[src/design/npce_pkg.sv]
package npce_pkg;

	localparam int PAL_ENTRIES = 256;
	localparam int PAL_AW = (PAL_ENTRIES > 1) ? $clog2(PAL_ENTRIES) : 1;
	localparam int CHAN_W = 8;
	localparam int SLOT_W = 8;
	localparam int CODE_W = 16;
	localparam int ENTRY_W = 3 * CHAN_W;
	localparam int SCORE_W = CHAN_W + 2;

	localparam logic ACT_LOAD = 1'b0;
	localparam logic ACT_CONVERT = 1'b1;

	localparam logic MODE_PALETTE = 1'b0;
	localparam logic MODE_BGR565 = 1'b1;

	typedef struct packed {
		logic load_wr;
		logic capture;
		logic scan_step;
		logic emit;
	} npce_cmd_t;

	typedef struct packed {
		logic out_free;
		logic scan_last;
		logic pal_mode;
	} npce_status_t;

endpackage

[src/design/npce_ctrl.sv]
module npce_ctrl (
	input  logic                   clk,
	input  logic                   arst_n,
	input  logic                   in_valid,
	input  logic                   in_action,
	output logic                   in_ready,
	input  npce_pkg::npce_status_t status,
	output npce_pkg::npce_cmd_t    cmd
);

	typedef enum logic [1:0] {
		ST_IDLE,
		ST_SCAN,
		ST_LAST,
		ST_EMIT
	} state_t;

	state_t state_q;
	state_t state_d;

	always_comb begin
		state_d = state_q;
		in_ready = 1'b0;
		cmd = '0;
		case (state_q)
			ST_IDLE: begin
				in_ready = 1'b1;
				if (in_valid) begin
					if (in_action == npce_pkg::ACT_LOAD) begin
						cmd.load_wr = 1'b1;
					end else begin
						cmd.capture = 1'b1;
						if (status.pal_mode) begin
							state_d = ST_SCAN;
						end else begin
							state_d = ST_EMIT;
						end
					end
				end
			end
			ST_SCAN: begin
				cmd.scan_step = 1'b1;
				if (status.scan_last) begin
					state_d = ST_LAST;
				end
			end
			ST_LAST: begin
				state_d = ST_EMIT;
			end
			ST_EMIT: begin
				if (status.out_free) begin
					cmd.emit = 1'b1;
					state_d = ST_IDLE;
				end
			end
			default: begin
				state_d = ST_IDLE;
			end
		endcase
	end

	always_ff @(posedge clk or negedge arst_n) begin
		if (!arst_n) begin
			state_q <= ST_IDLE;
		end else begin
			state_q <= state_d;
		end
	end

endmodule

[config.mk]
export PLATFORM = sky130hd
export DESIGN_NAME = npce_ctrl
export DESIGN_NICKNAME = d
export VERILOG_FILES = /design/src/design/npce_pkg.sv /design/src/design/npce_ctrl.sv
export SDC_FILE = /design/constraint.sdc
export NUM_CORES = 1
export LEC_CHECK = 0
export ABC_AREA = 1
export BUFFER_PORTS_ARGS = -buffer_cell sky130_fd_sc_hd__buf_2
export CORE_AREA = 2 2 39 41
export DETAILED_ROUTE_END_ITERATION = 10
export DIE_AREA = 0 0 41 43
export GPL_ROUTABILITY_DRIVEN = 0
export GPL_TIMING_DRIVEN = 0
export HOLD_SLACK_MARGIN = 0.05
export SETUP_SLACK_MARGIN = 0.02
export SLEW_MARGIN = 20
export SYNTH_ARGS = -nofsm -noshare
export SYNTH_HDL_FRONTEND = slang
export SYNTH_SLANG_ARGS = --single-unit
[constraint.sdc]
create_clock -name clk -period 1.4 [get_ports clk]
set_input_delay 0.14 -clock clk [delete_from_list [all_inputs] [get_ports clk]]
set_output_delay 0.14 -clock clk [all_outputs]
set_load 0.02 [all_outputs]
==> impl.org <==
** Status
- The run finished with clean final reports.

** Layout
- Final design instance area without fill :: around 370 µm²
- The register with the most flip-flops in the layout has 2 of them.
- 0 antenna diodes ended up in the layout.
- From synthesis to final layout, the design area changed by 66.7%.
- Of the cells placed in the final design, the portion with a size suffix greater than 1 is 43.4%.
- Largest registers in the final layout :: state_q (2)
- Counting the fill cells in the layout gives 160.
- At the end of the flow, the number of nets in the layout was 66.
- Core occupancy in the finished layout :: 26.7%
- Most flops, register :: state_q

** Critical path
- The worst setup path is launched from a register.
- WP data required :: around 1.3 ns
- Count of buffer and inverter cells on the critical path :: 3
- Delay-heaviest family, CP :: flip-flops
- Arrival time of data at the critical path endpoint :: 1.17 ns
- Worst R2R Path Depth :: 7
- Worst-path fanout max :: 5
- Cell-by-cell listing of the critical path :: inv_2 -> ha_4 -> inv_2 -> nor2_1 -> buf_4
- In this design, the critical path's most frequently occurring cell is sky130_fd_sc_hd__inv_2.
- Counting buffers and inverters, the worst setup path is 5 cells deep.
- STA classifies the critical path endpoint as an output port.
- Startpoint of the worst register-to-register path :: state_q[1]
- The critical path starts at state_q[1].
- Cell with the largest stage delay on the worst path :: sky130_fd_sc_hd__dfrtp_1
- The critical path is of the register to output port type.
- CP max stage delay :: 0.41 ns
- The setup check on the worst reg-to-reg path leaves a slack of 0.29 ns.

** Power and ir drop
- Cell-internal power :: 425 µW
- For this design the ratio of total power to cell area is 2100 mW/mm².
- Combinational share of power :: 67.9%
- Sequential cells account for 16.3% of the total power.
- IR analysis of the VDD net gives a maximum drop of 0.000581 V.
- Leakage dissipation :: ~0.24 nW
- Share of total power consumed by net switching :: 45.3%
- Share of power burned in the clock network :: 15.8%
- Summed over all nets, the switching power comes to 352 µW.

** Worst hold path
- Worst min path class :: primary input to async pin

** Place
- Quantity of I/O buffers inserted on ports :: 11
- Once placement finished, the instance area stood at slightly below 300 µm².
- Estimated wirelength of the detail-placed design :: 347 µm

** Clocking
- CTS built an H-tree with a depth of 1.
- In this run, CTS created clock tree buffers numbering 3.
- Clock slew at reported path FFs :: around 0.03 ns
- CTS tree :: done
- TritonCTS Sinks :: 2
- In this run the deepest clock path goes through 2 buffers.
- Root buf cell :: sky130_fd_sc_hd__clkbuf_4
- Clk_lat worst skew :: 0.22 ns

** Timing
- Final setup TNS :: 0 ns
- For this run, the top clock speed supported by timing is 0.761 GHz.
- Hold is met by 0.237 ns.
- Across the routed clock network, the largest skew measured is 0.000628 ns.
- Number of failing setup endpoints in the final timing report :: 0
- Setup repair after global routing left no endpoint under its margin.
- Transition at the pin with the smallest max-transition slack :: 0.159 ns
- In the finished design, the share of the clock period the worst path needs comes to 93.9%.
- Hold Vio Cnt, Final :: 0
- The smallest clock period supported by the final layout is computed as ~1.3 ns.
- Max transition margin :: between 80% and 90%
- The number of max-slew violations in the final report came to 0.

** Synth
- The Yosys step of the flow raised 0 warnings.
- Post-Synth Simple-Gate Area :: 39.5%
- Post-Synthesis Cells :: 35
- Among all cell types in the netlist, the one instantiated most often is sky130_fd_sc_hd__nand2_1.
- Share of synthesized flip-flops with an asynchronous set or reset :: 100%
- Counting distinct cell types in the post-synthesis netlist gives 10.
- Averaged over all synthesized cells, the footprint is 6.33 µm².
- Netlist Area Pre-Place :: 221 µm²
- Combinational family with the most area after synthesis :: simple AND/OR/NAND/NOR gates
- Adder-cell share of the synthesized area :: approximately 23%
- EDFF count, synth :: 0
- Share of the synthesized netlist area taken by xor and xnor gates :: 0%
- The most used flip-flop cell after synthesis is sky130_fd_sc_hd__dfrtp_1.
- Library cell occupying the most area in the post-synthesis netlist :: sky130_fd_sc_hd__nand2_1
- Compound-Gate Fraction of Synth Area :: 0%
- After synthesis, the cell types taking the most area are sky130_fd_sc_hd__nand2_1, sky130_fd_sc_hd__dfrtp_1, sky130_fd_sc_hd__ha_1.
- Top-area cell type share of the netlist area :: 23.7%
- Synth Net Count :: 46
- Commonest cells post-synth :: sky130_fd_sc_hd__nand2_1, sky130_fd_sc_hd__inv_1, sky130_fd_sc_hd__ha_1
- Count of state elements after synthesis :: 2
- After synthesis, the share of cell area in mux cells is 0%.
- Seq/Total Area, Yosys :: 22.6%

** Die
- Die height :: 43 µm
- Rows :: 14
- The die covers 0.00176 mm².
- I/O Pins :: 12
- Width of the die :: 41 µm
- The floorplan step defined a core boundary enclosing around 0.0014 mm².
- The initial utilization of the core area, before any placement, comes to around 16%.

** Global route
- Entering global routing, the biggest net connects 6 pins.
- Global routing used 6.22% of the available tracks.
- GR Overflow Total :: 0
- The first global-routing pass estimated 731 µm of wire.
- Vias in the first global route :: 191
- Antenna violations before repair :: 0

** Route
- Number of antenna-violating nets in the routed design :: 0
- The first routing iteration left 6 violations.
- Across all layers, the routed design uses 248 vias.
- Ratio of routed vias to standard cells :: ~3.6
- Dividing the detail-routed wire length by the instance count gives between 6 and 7 µm.
- The first detailed-routing pass took 2 iterations.
- DRT Wirelength :: 452 µm
- For this run, design rule violations remaining after detail routing come to 0.

** Flow run
- The tool flagged a number of max-cap violations equal to 0.
## worst register-to-register path: cells and delay by family, from the launching register on
kind	cells	cell delay [ns]
flip-flops	1	0.41
AND/OR/NAND/NOR	4	0.31
adder cells (fa/ha/maj)	1	0.16
buffers and inverters	2	0.14
## area by class of cell
| type | instances | area (µm²) | area share (%) |
|---|---|---|---|
| timing repair buffer | 15 | 92.6 | 25.1 |
| clock buffer | 3 | 22.5 | 6.10 |
| tap | 16 | 20.0 | 5.42 |
| multi-input combinational | 24 | 150 | 40.7 |
| inverter | 9 | 33.8 | 9.15 |
| sequential | 2 | 50.0 | 13.6 |
## final timing paths
check                             end
max reg2reg                state_q[1]
max                            cmd[2]
min                        state_q[0]
max in group asynchronous  state_q[1]
min reg2reg                state_q[1]
min in group clk           state_q[1]
## cell usage in the layout, fill, tap and decap left out, types with 2 or more instances in the layout
| cell type | instances |
|---|---|
| sky130_fd_sc_hd__buf_2 | 9 |
| sky130_fd_sc_hd__buf_4 | 5 |
| sky130_fd_sc_hd__clkbuf_4 | 3 |
| sky130_fd_sc_hd__dfrtp_1 | 2 |
| sky130_fd_sc_hd__ha_1 | 3 |
| sky130_fd_sc_hd__inv_1 | 6 |
| sky130_fd_sc_hd__inv_2 | 3 |
| sky130_fd_sc_hd__nand2_1 | 14 |
| sky130_fd_sc_hd__nor2_1 | 2 |
## power groups by stage
stage               clock network (mW)  logic, mW  registers, mW
detailed placement                   0      0.414          0.125
CTS                              0.130      0.460          0.127
finish                           0.123      0.528          0.126
global placement                     0      0.410          0.126
global route                     0.135      0.616          0.132
floorplan                            0      0.330          0.115
## cells by family (layout without fill, tap and decap cells)
kind of cell,count (synthesis),in the layout
and+or+nand+nor,20,20
buffers and inverters,9,27
adders and majority gates,4,4
DFF,2,2
## per-stage QoR
step,cells,worst slack (ns),power (mW)
global placement,62,0.181,0.536
detailed placement,62,0.189,0.539
CTS,66,0.0360,0.718
floorplan,35,0.0644,0.445
global route,69,0.00254,0.883
finish,69,0.0857,0.777
## repair_timing
item                                   in CTS  in global routing
pin swaps                                   0                  1
resized for setup                           3                  3
hold buffers                                1                  0
setup buffers                               0                  3
endpoints found under the hold margin       2                  0
setup endpoints to repair                   2                  2
## routing by layer
layer / track usage [%] / share of wire, %
met4: 4.00 / 0
met3: 3.14 / 9.3
met2: 6.88 / 40
met1: 8.97 / 50
met5: 0 / 0
No activity file was read; power rests on OpenSTA's default activity.
